`config.mk`:
```
export PLATFORM = sky130hd
export DESIGN_NAME = sorted_insert_and_merge_lists_unit
export DESIGN_NICKNAME = d
export VERILOG_FILES = /design/src/rtl/siml_pkg.sv /design/src/rtl/siml_ram.sv /design/src/rtl/sorted_insert_and_merge_lists_unit.sv
export SDC_FILE = /design/constraint.sdc
export NUM_CORES = 1
export LEC_CHECK = 0
export ABC_AREA = 0
export ABC_CLOCK_PERIOD_IN_PS = 4600
export CAP_MARGIN = 10
export CORE_MARGIN = 3
export CORE_UTILIZATION = 40
export DETAILED_ROUTE_END_ITERATION = 6
export DONT_BUFFER_PORTS = 1
export GPL_TIMING_DRIVEN = 1
export PLACE_DENSITY = 0.64
export SETUP_SLACK_MARGIN = 0.3
export SYNTH_ARGS = -nofsm -noshare
export SYNTH_HDL_FRONTEND = slang
export SYNTH_SLANG_ARGS = --single-unit
```
`constraint.sdc`:
```
create_clock -name clk -period 4.6 [get_ports clk]
set_input_delay 0.92 -clock clk [delete_from_list [all_inputs] [get_ports clk]]
set_output_delay 0.92 -clock clk [all_outputs]
set_load 0.03 [all_outputs]
```
`src/rtl/siml_pkg.sv`:
```
// ---------------------------------------------------------------------------
// siml_pkg: shared types and codes of the sorted list insert and merge unit
// Holds the channel payload structs, operation codes and result status codes.
// ---------------------------------------------------------------------------
package siml_pkg;

  // Operation codes of an input transaction
  localparam logic [1:0] OP_INS_FIRST  = 2'd0;
  localparam logic [1:0] OP_INS_SECOND = 2'd1;
  localparam logic [1:0] OP_MERGE      = 2'd2;

  // Status codes of a result transaction
  localparam logic [1:0] ST_INSERTED = 2'd0;
  localparam logic [1:0] ST_DROPPED  = 2'd1;
  localparam logic [1:0] ST_MERGED   = 2'd2;
  localparam logic [1:0] ST_EMPTY    = 2'd3;

  // List select carried in from_list
  localparam logic LIST_FIRST  = 1'b0;
  localparam logic LIST_SECOND = 1'b1;

  typedef struct packed {
    logic [1:0]  operation;
    logic [15:0] value_in;
  } in_item_t;

  typedef struct packed {
    logic [15:0] value_out;
    logic        from_list;
    logic [1:0]  status;
    logic        last;
  } out_item_t;

endpackage

```
`src/rtl/siml_ram.sv`:
```
// ---------------------------------------------------------------------------
// siml_ram: generic simple dual-port RAM
// One write port and one read port; read data registered.
// ---------------------------------------------------------------------------
module siml_ram #(
  parameter int WIDTH = 16,
  parameter int DEPTH = 16
) (
  input  logic                                  clk,
  input  logic                                  we,
  input  logic [(DEPTH > 1 ? $clog2(DEPTH) : 1)-1:0] waddr,
  input  logic [WIDTH-1:0]                      wdata,
  input  logic [(DEPTH > 1 ? $clog2(DEPTH) : 1)-1:0] raddr,
  output logic [WIDTH-1:0]                      rdata
);

  logic [WIDTH-1:0] mem [DEPTH];

  // Write port
  always_ff @(posedge clk) begin
    if (we) begin
      mem[waddr] <= wdata;
    end
  end

  // Registered read port
  always_ff @(posedge clk) begin
    rdata <= mem[raddr];
  end

endmodule

```
`src/rtl/sorted_insert_and_merge_lists_unit.sv`:
```
// ---------------------------------------------------------------------------
// sorted_insert_and_merge_lists_unit: two bounded sorted lists, insert/merge
// Keeps two non-increasing lists in RAM; inserts in order, merges on request.
// ---------------------------------------------------------------------------
// Usage:
//   Input channel (in_valid/in_ready/in_data) takes one transaction: insert
//   into list one, insert into list two, or merge. Code 3 is taken and
//   ignored. Output channel (out_valid/out_ready/out_data) returns results.
//   An insert gives one result (inserted or dropped on a full list). A merge
//   gives one result per stored value, largest first, with last on the final
//   one, or a single nothing-to-merge result; both lists are then empty.
// Timing:
//   An insert walks its list from the tail past the entries smaller than the
//   new value, one entry per cycle, through the single read and single write
//   port of that list's RAM, then passes its result to the output register;
//   the next transaction is taken only after that result loads. A dropped
//   insert or an empty merge goes straight to its result. A merge first reads
//   the heads of both lists, emits one value per cycle while the output
//   register is free and takes the next transaction after its last result
//   loads.
// Reset: rst (synchronous) empties both lists and clears the output valid.
// Stall: while out_ready is low the current result holds and the next waits.
// ---------------------------------------------------------------------------
module sorted_insert_and_merge_lists_unit #(
  parameter int LIST_DEPTH = 16,
  parameter int VALUE_BITS = 16
) (
  input  logic               clk,
  input  logic               rst,
  input  logic               in_valid,
  output logic               in_ready,
  input  siml_pkg::in_item_t in_data,
  output logic               out_valid,
  input  logic               out_ready,
  output siml_pkg::out_item_t out_data
);

  localparam int IDX_W = (LIST_DEPTH > 1) ? $clog2(LIST_DEPTH) : 1;
  localparam int CNT_W = $clog2(LIST_DEPTH + 1);

  typedef enum logic [4:0] {
    S_IDLE  = 5'b00001,
    S_SCAN  = 5'b00010,
    S_HEAD  = 5'b00100,
    S_RESP  = 5'b01000,
    S_MERGE = 5'b10000
  } state_t;

  state_t state, state_next;

  logic [CNT_W-1:0]      cnt_a, cnt_a_next, cnt_b, cnt_b_next;
  logic [CNT_W-1:0]      ptr_a, ptr_a_next, ptr_b, ptr_b_next;
  logic [IDX_W-1:0]      scan_idx, scan_idx_next;
  logic [VALUE_BITS-1:0] ins_val, ins_val_next;
  logic                  ins_sel, ins_sel_next;
  logic [1:0]            res_status, res_status_next;
  logic                  res_from, res_from_next;

  logic                  we;
  logic [IDX_W-1:0]      waddr, raddr_a, raddr_b;
  logic [VALUE_BITS-1:0] wdata, rd_a, rd_b, rd_sel, mval;
  logic [31:0]           vin_wide, mval_wide;
  logic [VALUE_BITS-1:0] vin;
  logic [CNT_W-1:0]      tcnt;
  logic                  sel_in;
  logic                  a_has, b_has, take_a, merge_last;
  logic                  out_free, out_load;
  siml_pkg::out_item_t   load_data;

  // Fit the input value to the stored width
  assign vin_wide = 32'(in_data.value_in);
  assign vin      = vin_wide[VALUE_BITS-1:0];

  assign out_free = !out_valid || out_ready;
  assign in_ready = (state == S_IDLE);

  // Merge head selection: list one wins only when strictly greater
  assign a_has      = (ptr_a < cnt_a);
  assign b_has      = (ptr_b < cnt_b);
  assign take_a     = a_has && (!b_has || (rd_a > rd_b));
  assign mval       = take_a ? rd_a : rd_b;
  assign mval_wide  = 32'(mval);
  assign merge_last = take_a ? ((ptr_a + CNT_W'(1) == cnt_a) && !b_has)
                             : ((ptr_b + CNT_W'(1) == cnt_b) && !a_has);

  assign sel_in = (in_data.operation == siml_pkg::OP_INS_SECOND);
  assign tcnt   = sel_in ? cnt_b : cnt_a;
  assign rd_sel = ins_sel ? rd_b : rd_a;

  // Next-state and RAM control
  always_comb begin
    state_next      = state;
    cnt_a_next      = cnt_a;
    cnt_b_next      = cnt_b;
    ptr_a_next      = ptr_a;
    ptr_b_next      = ptr_b;
    scan_idx_next   = scan_idx;
    ins_val_next    = ins_val;
    ins_sel_next    = ins_sel;
    res_status_next = res_status;
    res_from_next   = res_from;
    we              = 1'b0;
    waddr           = '0;
    wdata           = ins_val;
    out_load        = 1'b0;
    load_data       = '0;

    unique case (state)
      S_IDLE: begin
        if (in_valid) begin
          unique case (in_data.operation) inside
            siml_pkg::OP_INS_FIRST, siml_pkg::OP_INS_SECOND: begin
              ins_val_next  = vin;
              ins_sel_next  = sel_in;
              res_from_next = sel_in;
              if (tcnt == CNT_W'(LIST_DEPTH)) begin
                res_status_next = siml_pkg::ST_DROPPED;
                state_next      = S_RESP;
              end else if (tcnt == '0) begin
                state_next = S_HEAD;
              end else begin
                scan_idx_next = IDX_W'(tcnt - CNT_W'(1));
                state_next    = S_SCAN;
              end
            end
            siml_pkg::OP_MERGE: begin
              if (cnt_a == '0 && cnt_b == '0) begin
                res_status_next = siml_pkg::ST_EMPTY;
                res_from_next   = siml_pkg::LIST_FIRST;
                state_next      = S_RESP;
              end else begin
                ptr_a_next = '0;
                ptr_b_next = '0;
                state_next = S_MERGE;
              end
            end
            default: begin
            end
          endcase
        end
      end

      S_SCAN: begin
        // Shift one entry down per cycle until the slot is found
        we    = 1'b1;
        waddr = scan_idx + IDX_W'(1);
        if (rd_sel >= ins_val) begin
          wdata           = ins_val;
          res_status_next = siml_pkg::ST_INSERTED;
          state_next      = S_RESP;
          if (ins_sel) cnt_b_next = cnt_b + CNT_W'(1);
          else         cnt_a_next = cnt_a + CNT_W'(1);
        end else begin
          wdata = rd_sel;
          if (scan_idx == '0) begin
            state_next = S_HEAD;
          end else begin
            scan_idx_next = scan_idx - IDX_W'(1);
          end
        end
      end

      S_HEAD: begin
        we              = 1'b1;
        waddr           = '0;
        wdata           = ins_val;
        res_status_next = siml_pkg::ST_INSERTED;
        state_next      = S_RESP;
        if (ins_sel) cnt_b_next = cnt_b + CNT_W'(1);
        else         cnt_a_next = cnt_a + CNT_W'(1);
      end

      S_RESP: begin
        if (out_free) begin
          out_load            = 1'b1;
          load_data.from_list = res_from;
          load_data.status    = res_status;
          load_data.last      = 1'b1;
          state_next          = S_IDLE;
        end
      end

      S_MERGE: begin
        if (out_free) begin
          out_load            = 1'b1;
          load_data.value_out = mval_wide[15:0];
          load_data.from_list = take_a ? siml_pkg::LIST_FIRST : siml_pkg::LIST_SECOND;
          load_data.status    = siml_pkg::ST_MERGED;
          load_data.last      = merge_last;
          if (take_a) ptr_a_next = ptr_a + CNT_W'(1);
          else        ptr_b_next = ptr_b + CNT_W'(1);
          if (merge_last) begin
            cnt_a_next = '0;
            cnt_b_next = '0;
            state_next = S_IDLE;
          end
        end
      end

      default: begin
        state_next = S_IDLE;
      end
    endcase
  end

  // Read addresses follow the next scan index or the next merge heads
  assign raddr_a = (state_next == S_SCAN) ? scan_idx_next : ptr_a_next[IDX_W-1:0];
  assign raddr_b = (state_next == S_SCAN) ? scan_idx_next : ptr_b_next[IDX_W-1:0];

  siml_ram #(
    .WIDTH (VALUE_BITS),
    .DEPTH (LIST_DEPTH)
  ) u_ram_first (
    .clk   (clk),
    .we    (we && !ins_sel),
    .waddr (waddr),
    .wdata (wdata),
    .raddr (raddr_a),
    .rdata (rd_a)
  );

  siml_ram #(
    .WIDTH (VALUE_BITS),
    .DEPTH (LIST_DEPTH)
  ) u_ram_second (
    .clk   (clk),
    .we    (we && ins_sel),
    .waddr (waddr),
    .wdata (wdata),
    .raddr (raddr_b),
    .rdata (rd_b)
  );

  // Control state
  always_ff @(posedge clk) begin
    if (rst) begin
      state <= S_IDLE;
      cnt_a <= '0;
      cnt_b <= '0;
      ptr_a <= '0;
      ptr_b <= '0;
    end else begin
      state <= state_next;
      cnt_a <= cnt_a_next;
      cnt_b <= cnt_b_next;
      ptr_a <= ptr_a_next;
      ptr_b <= ptr_b_next;
    end
  end

  // Working payload of the current transaction
  always_ff @(posedge clk) begin
    scan_idx   <= scan_idx_next;
    ins_val    <= ins_val_next;
    ins_sel    <= ins_sel_next;
    res_status <= res_status_next;
    res_from   <= res_from_next;
  end

  // Output register: load a result, drop it once taken
  always_ff @(posedge clk) begin
    if (rst) begin
      out_valid <= 1'b0;
    end else if (out_load) begin
      out_valid <= 1'b1;
    end else if (out_ready) begin
      out_valid <= 1'b0;
    end
  end

  always_ff @(posedge clk) begin
    if (out_load) begin
      out_data <= load_data;
    end
  end

`ifndef SYNTHESIS
  a_cnt_bound: assert property (@(posedge clk) disable iff (rst)
    (cnt_a <= CNT_W'(LIST_DEPTH)) && (cnt_b <= CNT_W'(LIST_DEPTH)))
    else $error("list count above depth");

  a_merge_has_data: assert property (@(posedge clk) disable iff (rst)
    (state == S_MERGE) |-> (a_has || b_has))
    else $error("merge running with both lists exhausted");

  a_merge_clears: assert property (@(posedge clk) disable iff (rst)
    (state == S_MERGE && out_load && merge_last) |=> (cnt_a == '0 && cnt_b == '0))
    else $error("lists not emptied after merge");

  a_scan_in_range: assert property (@(posedge clk) disable iff (rst)
    (state == S_SCAN) |-> (CNT_W'(scan_idx) < (ins_sel ? cnt_b : cnt_a)))
    else $error("scan index outside list");

  a_load_when_free: assert property (@(posedge clk) disable iff (rst)
    out_load |-> out_free)
    else $error("result loaded over a pending result");
`endif

endmodule
```
======== Yosys cells after proc, flatten, opt, wreduce, memory -nomap -nowiden ========
Memories as Yosys holds them, arrays and structs flattened. A register that Yosys moved wholly into a read port is not among the register bits.
Cells that the tools add are included.
W data, S select, Z words.
storage, ports and cells
  bits in writable memories ............... 512
  word-level logic and storage cells ...... 153
  bits in registers ....................... 70
  memories ................................ 2
  output and inout bits ................... 22
  input bits .............................. 22
memory list
  name              depth  bits a word  read ports  clocked after Yosys merged registers in  write ports  RTL line        RTL
  u_ram_first.mem   16     16           1           1                                        1            siml_ram.sv:17  logic [WIDTH-1:0] mem [DEPTH];
  u_ram_second.mem  16     16           1           1                                        1            siml_ram.sv:17
operators by class
  $add $sub $neg .......................... 7
  magnitude comparators ................... 4
  equality and inequality tests ........... 23
  mux-type cells .......................... 68
  reductions and logical operators ........ 32
operators with widths
  cell                   count
  $mux W5                24
  $mux W16               4
  $mux W4                12
  $pmux W5 S2            3
  $pmux W5 S3            2
  $pmux W5 S5            1
  $add A5 B1 Y5 const B  4
  $reduce_and A6 Y1      3
  $ge A16 B16 Y1         1
  $gt A16 B16 Y1         1
  $pmux W4 S2            2
  $logic_not A5 Y1       3
  $ne A2 B2 Y1 const B   7
  $mux W1                12
  $eq A5 B2 Y1 const B   2
  $eq A5 B5 Y1           2
  $eq A5 B5 Y1 const B   2
  $lt A5 B5 Y1           2
  $mux W2                4
  $reduce_and A4 Y1      2
  $sub A4 B1 Y4 const B  2
  $logic_and A1 B1 Y1    6
  $pmux W2 S3            1
  $reduce_bool A2 Y1     3
  21 further kinds       29

======== Logic depth before layout (Yosys ltp) ========
Gate-level depths: netlist of the first run.
  depth in word-level cells ............... 10
  gate-level depth with buffers ........... 18
  depth with buffers taken out ............ 14

======== By module ========
A second synthesis of the first run with hierarchy kept.
unflattened totals
  cells, all modules ...................... 1455
  area, all modules ....................... 25306.8 um^2
by module, submodules not included
  module                              cells an instance  area each (um^2)  seq. area each (um^2)  times used
  siml_ram                            432                10042.1           8007.7                 2
  sorted_insert_and_merge_lists_unit  591                5222.5            1801.7                 1

======== Worst setup path before layout of the first run ========
OpenSTA, ideal clock, no wires.
  path type ............................... register -> register
  start ................................... register ins_sel
  end ..................................... memory u_ram_first.mem[0][15] (data pin)
  required time ........................... 4.146 ns
  stages on the path, launching flop included .. 12
  slack ................................... 0.318 ns
  library setup time ...................... 0.454 ns
  clock period less this slack ............ 4.282 ns
  data arrival time ....................... 3.828 ns
  buffers on the path ..................... 3
  cell sequence ........................... edfxtp_1 -> clkbuf_1 -> mux2_2 -> ha_1 -> o2111ai_1 -> a311oi_1 -> nor2_1 -> a41oi_1 -> buf_2 -> nor2_1 -> clkbuf_1 -> o21ai_0
on the way
  longest elaborated chain between the ends .. 4
RTL lines
  element                    RTL line                                   RTL
  start, declared            sorted_insert_and_merge_lists_unit.sv:55   logic ins_sel, ins_sel_next;
  start signal, assigned     sorted_insert_and_merge_lists_unit.sv:255  ins_sel <= ins_sel_next;
  $mux W16 *                 sorted_insert_and_merge_lists_unit.sv:88   assign rd_sel = ins_sel ? rd_b : rd_a;
  $ge A16 B16 Y1             sorted_insert_and_merge_lists_unit.sv:147  if (rd_sel >= ins_val) begin
  $mux W16 *                 sorted_insert_and_merge_lists_unit.sv:147
  $mux W16 *                 sorted_insert_and_merge_lists_unit.sv:108  unique case (state)
  via u_ram_first.wdata[15]  siml_ram.sv:12                             input logic [WIDTH-1:0] wdata,
  end, declared              siml_ram.sv:17
The timed path passes the listed nets; every way through them passes the cells marked *.

======== Worst setup path after layout of the first run ========
  start ................................... register ins_sel
  end ..................................... register u_ram_second.rdata[6], read port of u_ram_second.mem
on the way
  longest elaborated chain between the ends .. 6
  elaborated cells on any way between the ends .. 8
  classes of those cells .................. order compare (1); eq/ne (1); mux (6)
RTL lines
  element           RTL line                                   RTL
  $mux W16 *        sorted_insert_and_merge_lists_unit.sv:88
  $ge A16 B16 Y1 *  sorted_insert_and_merge_lists_unit.sv:147
  $mux W5           sorted_insert_and_merge_lists_unit.sv:147
  $pmux W5 S5       sorted_insert_and_merge_lists_unit.sv:108
  $eq A5 B2 Y1      sorted_insert_and_merge_lists_unit.sv:208  assign raddr_b = (state_next == S_SCAN) ? scan_idx_next : ptr_b_next[IDX_W-1:0];
  $mux W4 *         sorted_insert_and_merge_lists_unit.sv:208
  end, declared     siml_ram.sv:14                             output logic [WIDTH-1:0] rdata
Mark *: on every way between the ends. The rest lies on a longest branch, timed or not.
A chain may end at the register's enable or synchronous reset.

==> results.md, run 1 <==
* Hold buffers post-CTS at 0
* 1st-iter DRT viols at 2165
* Power Internal at 9.01 mW
* Initial antenna violation count at 1
* GR peak layer: met2
* Leak at 11.0 nW
* Placed Instances at 2824
* Post-synth design cell area at 26400 um^2
* Diode count at 0
* Syn Area/Cell at 13.5 um^2
* Slew HR at 0.149
* Setup WS pre-CTS at -0.239 ns
* Critical Path RT at 5.09 ns
* # DRC at 0
* M3 GR Usage at 0.0365
* Horiz. Die Dim at 263 um
* First-pass GRT wire length at 113000 um
* # fillers at 5572
* Simple-gate share of the synthesized area at 0.0924
* Global Route Usage Sum at 0.213
* Clk sink count at 614
* Std cell rows at 93
* Compound-Gate Fraction of Synth Area at 0.139
* RSZ-0062 raised after global routing: true
* Cells after Synth at 1948
* Vias per cell at 6.07
* Hold Fails Final Rpt at 0
* Outcome: finished, final reports clean
* Via count at 17.9k
* Xor/xnor share of the synthesized area at 0.00797
* Crit path max fanout at 42
* Non-Filler Instances at 2949
* Startpoint types: flop
* Unique masters post-synth at 70
* Setup TNS Final at 0 ns
* Tmin final at 4.28 ns
* Sw frac at 0.206
* Met2 Use GR at 0.332
* CP Capture Type: flop
* # H-tree levels at 2
* Vias in the first global route at 17.2k
* Die ar. at 69100 um^2
* Number of routed nets with antenna violations at 0
* Data arrival, critical path at 4.77 ns
* Post-DP HPWL at 49200 um
* Worst clock skew at 0.0140 ns
* Layout net count at 2116
* Starting density of the core at 0.407
* Worst hold path class: in2reg
* Peak supply drop at 256 uV
* Slew @ Worst Pin at 1.28 ns
* Hold Worst Slack at 0.361 ns
* Power share of the clock group at 0.434
* Clk slew on worst S/H paths at 0.07 ns
* #FFs+latches synth at 614
* Max Cap Viol at 0
* Async SR Flop Fraction at 0
* Sequential share of power at 0.539
* CTS Buf Count at 59
* Pwr Total at 11.3 mW
* Top_reg_cell synth: edfxtp_1
* Total grt overflow at 0
* GP Congestion at 0.905
* Core Area at 64800 um^2
* Logic gate share of total power at 0.028
* Fmax at 234 MHz
* Largest family of logic cells by synthesized area: compound AO/OA/AOI/OAI gates
* Fraction of layout cells with a size suffix above 1 at 0.183
* Largest net degree at the start of global routing at 64
* Router iterations before antenna repair at 5
* CP Class: reg2reg
* Post-synthesis sequential area ratio at 0.675
* Met1 Resource Use GR at 0.306
* CTS tree: yes
* Die height at 263 um
* Period utilization at 0.931
* Post-synthesis mux area share at 0.0303
* Mapped Nets at 2021
* I/O Pins at 44
* Clock Path Buffers at 3
* Power Dens Cells at 368 nW/um^2
* Final worst setup slack at 0.320 ns
* Post-Route WL at 76100 um
* Synth warn at 0
* Worst-Skew Late Latency at 0.63 ns
* Number of I/O port buffers at 0
* Area Overhead vs Synth at 16.9%
* Pins Over Slew Limit at 0
* Clock tree root driver cell: clkbuf_16
* Number of synthesized flops with an enable pin at 552
* Final setup vio count at 0
* Adder-cell area share of the yosys netlist at 0.0242
* Switching power at 2.34 mW
* WL/cell at 25.8 um
-- power by group through the flow --
stage                     Combinational (mW)  Sequential, mW  Clock [mW]
after floorplan                        0.181            6.22           0
after CTS                              0.302            6.11        4.99
after global placement                 0.293            6.23           0
final                                  0.314            6.11        4.92
after global routing                   0.339            6.11        5.23
after detailed placement               0.299            6.23           0
-- sequential cells by signal, indices dropped and copies added (netlist names) --
register / cells
scan_idx: 4
res_status: 2
ptr_b: 5
res_from: 1
ins_val: 16
state: 5
out_data: 20
cnt_a: 5
u_ram_second.mem: 256
out_valid: 1
u_ram_first.mem: 256
cnt_b: 5
u_ram_first.rdata: 16
ins_sel: 1
ptr_a: 5
u_ram_second.rdata: 16
-- worst max-delay path: stages, from the launching register on --
cell       delay [ns]
edfxtp_1         0.42
buf_12           0.17
mux2_2           0.36
ha_1             0.34
o2111ai_1        0.13
a311oi_1         0.32
nor2_1           0.08
a41oi_1          0.18
buf_4            0.20
o21ai_1          0.08
buf_4            0.18
a221o_2          0.39
buf_12           0.20
buf_6            0.18
a311oi_2         0.29
a32oi_2          0.12
a22oi_2          0.32
o311ai_2         0.16
-- logic make-up after synthesis --
kind of cell / Yosys count
AOI/OAI and AO/OA: 504
adders and majority gates: 51
xor gates and xnor gates: 24
buffers and inverters: 192
and+or+nand+nor: 490
muxes: 73
DFF: 614
-- synth_stat cells, types with 35 or more instances --
library cell,number,share of area
inv_1,59,0.0084
ha_1,51,0.024
clkbuf_1,85,0.012
edfxtp_1,552,0.63
mux2_2,50,0.021
o21ai_0,91,0.017
nand2_1,113,0.016
a211o_1,81,0.027
nand3_1,84,0.016
a21oi_1,68,0.013
dfxtp_1,62,0.047
buf_2,35,0.0066
o211ai_1,35,0.010
nor2_1,100,0.014
and3_1,115,0.027
-- metal layers --
metal | routed length [um] | part of all wire
met5 | 0 | 0
met4 | 2390 | 0.031
met3 | 7120 | 0.094
met2 | 34700 | 0.46
met1 | 31900 | 0.42
-- through the flow --
step / util / area (um^2)
floorplan: - / 26400
global placement: 0.439 / 28400
detailed placement: 0.439 / 28400
CTS: 0.471 / 30500
global route: 0.476 / 30800
finish: 0.476 / 30800
-- cell usage in the layout (no fill, tap or decap), drive strengths merged, types with 14 or more instances in the layout --
master  netlist  routed
a311oi       33      33
dfxtp        62      62
a211oi       33      33
xnor2        17      17
nor2        101     101
a211o        81      81
a21o         28      28
a22oi        19      19
nand4        28      28
edfxtp      552     552
o311ai       16      16
ha           51      51
nand3        84      84
o21ai        95      95
o211ai       35      35
mux2i        22      22
a311o        14      14
mux2         51      51
clkbuf       85      82
inv          59      65
a32oi        32      32
nand2       114     114
clkinv        0      16
and3        115     115
a21oi        69      69
buf          48     165
-- path summary, 6_finish.rpt --
| kind | start | end | slack (ns) | depth (start not counted) |
|---|---|---|---|---|
| max | ins_sel | u_ram_second.rdata[6] | 0.32 | 17 |
| min | rst | ptr_a[3] | 0.36 | 1 |
| max reg2reg | ins_sel | u_ram_second.rdata[6] | 0.32 | 17 |
| min reg2reg | res_status[1] | out_data[2] | 0.55 | 2 |
-- layout make-up --
cell class / count / area, um^2 / share of cell area
clock inverter: 32 / 357 / 0.0116
tap: 855 / 1070 / 0.0347
timing repair buffer: 167 / 1620 / 0.0526
multi-input combinational: 1142 / 8130 / 0.264
sequential: 614 / 17800 / 0.578
inverter: 59 / 221 / 0.00718
clock buffer: 80 / 1630 / 0.0527
-- repair_timing --
| item | in CTS | in global routing |
|---|---|---|
| setup endpoints to repair | 12 | 58 |
| gates resized for setup | 19 | 35 |
| gates cloned | 0 | 2 |
| pin swaps | 3 | 12 |
| buffers inserted | 0 | 11 |
Note: power is estimated with default switching activity, not from simulation.
==> run 2, diff against run 1 <==
--- a/config.mk
+++ b/config.mk
@@ -12,2 +12,3 @@
 export CORE_UTILIZATION = 40
+export CTS_CLUSTER_SIZE = 25
 export DETAILED_ROUTE_END_ITERATION = 6
==> constraint.sdc (replaced) <==
create_clock -name clk -period 4.6 [get_ports clk]
set_input_delay 0.69 -clock clk [delete_from_list [all_inputs] [get_ports clk]]
set_output_delay 0.69 -clock clk [all_outputs]
set_load 0.03 [all_outputs]
==> run 2 against run 1 <==
Core utilization grew 1.3 points. Die area stayed put. Via count grew 2.2%. Final cell count rose by 1.3%. Combinational power increased by 11%. Clock-buffer cell count is 2 lower. Highest routed layer is now met5.
==> results.md, run 2 (synthesis gave the netlist of run 1 again) <==
* Outcome: finished, final reports clean (unchanged)
* Vias in the first global route at 17.3k (was 17.2k)
* Period utilization at 0.951 (was 0.931)
* Min-delay src: rst (unchanged)
* Crit path max fanout at 10 (was 42)
* Largest stage delay on the critical path at 0.50 ns (was 0.42 ns)
* Clock Path Buffers at 3 (unchanged)
* Setup WS pre-CTS at -0.262 ns (was -0.239 ns)
* Total grt overflow at 0 (unchanged)
* 1st-iter DRT viols at 2368 (was 2165)
* CP Class: reg2reg (unchanged)
* Placed standard-cell area at 28400 um^2 (unchanged)
* Vias per cell at 6.13 (was 6.07)
* Post-Route WL at 78900 um (was 76100 um)
* RSZ-0062 raised after global routing: true (unchanged)
* Slew @ Worst Pin at 1.30 ns (was 1.28 ns)
* Diode count at 0 (unchanged)
* R2r startpoint: ins_sel (unchanged)
* I/O Pins at 44 (unchanged)
* Power Dens Cells at 356 nW/um^2 (was 368 nW/um^2)
* Global Route Usage Sum at 0.211 (was 0.213)
* Fraction of layout cells with a size suffix above 1 at 0.212 (was 0.183)
* R2r endpoint: u_ram_second.rdata[0] (was u_ram_second.rdata[6])
* Core Area at 64800 um^2 (unchanged)
* Tmin final at 4.38 ns (was 4.28 ns)
* Flop-to-flop setup slack at 0.22 ns (was 0.32 ns)
* Startpoint types: flop (unchanged)
* Leak at 11.3 nW (was 11.0 nW)
* Number of routed nets with antenna violations at 0 (unchanged)
* Horiz. Die Dim at 263 um (unchanged)
* Slew HR at 0.135 (was 0.149)
* GP Congestion at 0.878 (was 0.905)
* Clock tree root driver cell: clkbuf_16 (unchanged)
* Worst Path Buf+Inv at 6 (was 5)
* Router iterations before antenna repair at 5 (unchanged)
* First-pass GRT wire length at 112000 um (was 113000 um)
* Layout net count at 2154 (was 2116)
* CP cell instances: clkbuf_16 -> mux2_2 -> ha_1 -> nand2_1 -> o21ai_2 -> nor2_1 -> a41oi_2 -> buf_6 -> o21ai_1 -> buf_6 -> buf_6 -> a211oi_4 -> or2_4 -> buf_12 -> buf_12 -> a32oi_1 -> a22oi_2 -> o311ai_4 (was buf_12 -> mux2_2 -> ha_1 -> o2111ai_1 -> a311oi_1 -> nor2_1 -> a41oi_1 -> buf_4 -> o21ai_1 -> buf_4 -> a221o_2 -> buf_12 -> buf_6 -> a311oi_2 -> a32oi_2 -> a22oi_2 -> o311ai_2)
* Max Cap Viol at 0 (unchanged)
* CTS tree: yes (unchanged)
* CP dominant cell by count: buf_6
* Largest net degree at the start of global routing at 64 (unchanged)
* Hold Worst Slack at 0.122 ns (was 0.361 ns)
* Design area at 31700 um^2 (was 30800 um^2)
* Area Overhead vs Synth at 20.1% (was 16.9%)
* Via count at 18.3k (was 17.9k)
* Std cell rows at 93 (unchanged)
* Die ar. at 69100 um^2 (unchanged)
* WL/cell at 26.4 um (was 25.8 um)
* CTS Buf Count at 59 (unchanged)
* Pwr Total at 11.3 mW (about the same)
* Clk slew on worst S/H paths at 0.07 ns (about the same)
* Hold Fails Final Rpt at 0 (unchanged)
* Worst clock skew at 0.0285 ns (was 0.0140 ns)
* Most common cell after layout, fill and taps aside: edfxtp_1 (unchanged)
* Hold Path Depth at 1 (unchanged)
* Initial antenna violation count at 4 (was 1)
* Final setup vio count at 0 (unchanged)
* Final worst setup slack at 0.225 ns (was 0.320 ns)
* Number of I/O port buffers at 0 (unchanged)
* Placed Instances at 2824 (unchanged)
* Final Core Density at 0.489 (was 0.476)
* CP max stage cell: edfxtp_1 (unchanged)
* Top delay family on crit path: compound AO/OA/AOI/OAI gates (unchanged)
* Setup TNS Final at 0 ns (unchanged)
* Data arrival, critical path at 4.85 ns (was 4.77 ns)
* CP Capture Type: flop (unchanged)
* Clk sink count at 614 (unchanged)
* Post-DP HPWL at 48700 um (was 49200 um)
* Commonest non-fill, non-tap cells in the layout: edfxtp_1 (552), buf_4 (143), and3_1 (114) (was edfxtp_1 (552), buf_4 (133), and3_1 (115))
* Pins Over Slew Limit at 0 (unchanged)
* Critical Path RT at 5.07 ns (was 5.09 ns)
* Reg2reg path depth at 18 (was 17)
* # DRC at 0 (unchanged)
* Peak supply drop at 311 uV (was 256 uV)
* Worst hold path class: in2reg (unchanged)
* Largest regs: u_ram_first.mem: 256 flops, u_ram_second.mem: 256 flops, out_data: 20 flops (unchanged)
* Starting density of the core at 0.407 (unchanged)
* Non-Filler Instances at 2986 (was 2949)
* Worst-Skew Late Latency at 0.64 ns (was 0.63 ns)
* # H-tree levels at 2 (unchanged)
* Die height at 263 um (unchanged)
* WHS Endpoint: state[3] (was ptr_a[3])
* Fmax at 229 MHz (was 234 MHz)
* Hold buffers post-CTS at 0 (unchanged)
==> run 2: layout make-up <==
| type | instances | area (um^2) |
|---|---|---|
| multi-input combinational | 1143 | 8420 |
| clock inverter | 33 | 293 |
| fill | 5394 | 33100 |
| tap | 855 | 1070 |
| sequential | 614 | 17800 |
| timing repair buffer | 204 | 2210 |
| clock buffer | 78 | 1660 |
| inverter | 59 | 221 |
==> run 2: repair_timing <==
item                       4_1_cts  5_1_grt
gates cloned                     0       15
setup buffers                    0       36
pin swaps                        4       34
resized for setup               14      111
setup endpoints to repair       10      111
==> run 2: worst max path at each step <==
stage	startpoint	end	slack, ns	depth (start not counted)
2_1_floorplan	ins_sel	u_ram_first.mem[0][15]	0.32	11
3_3_place_gp	ins_sel	u_ram_second.rdata[1]	-0.26	15
3_5_place_dp	ins_sel	u_ram_second.rdata[1]	-0.26	15
4_1_cts	ins_sel	u_ram_second.rdata[1]	0.30	18
5_1_grt	ins_sel	u_ram_second.rdata[2]	0.17	17
6_report	ins_sel	u_ram_second.rdata[0]	0.22	18
==> run 2: metal layers <==
layer,GRT usage,vias to the layer above,part of all wire,wire length [um]
li1,-,7916,-,-
met1,0.295,9181,0.41,32000
met2,0.332,1009,0.46,36200
met5,0,-,0.00036,28
met4,0.0817,4,0.038,3020
met3,0.0345,180,0.097,7660
==> run 2: power breakdown <==
part / internal (mW) / total [mW] / switching (mW)
clock: 2.76 / 4.83 / 2.07
sequential: 6.08 / 6.11 / 0.0310
combinational: 0.114 / 0.348 / 0.234
total: 8.96 / 11.3 / 2.34
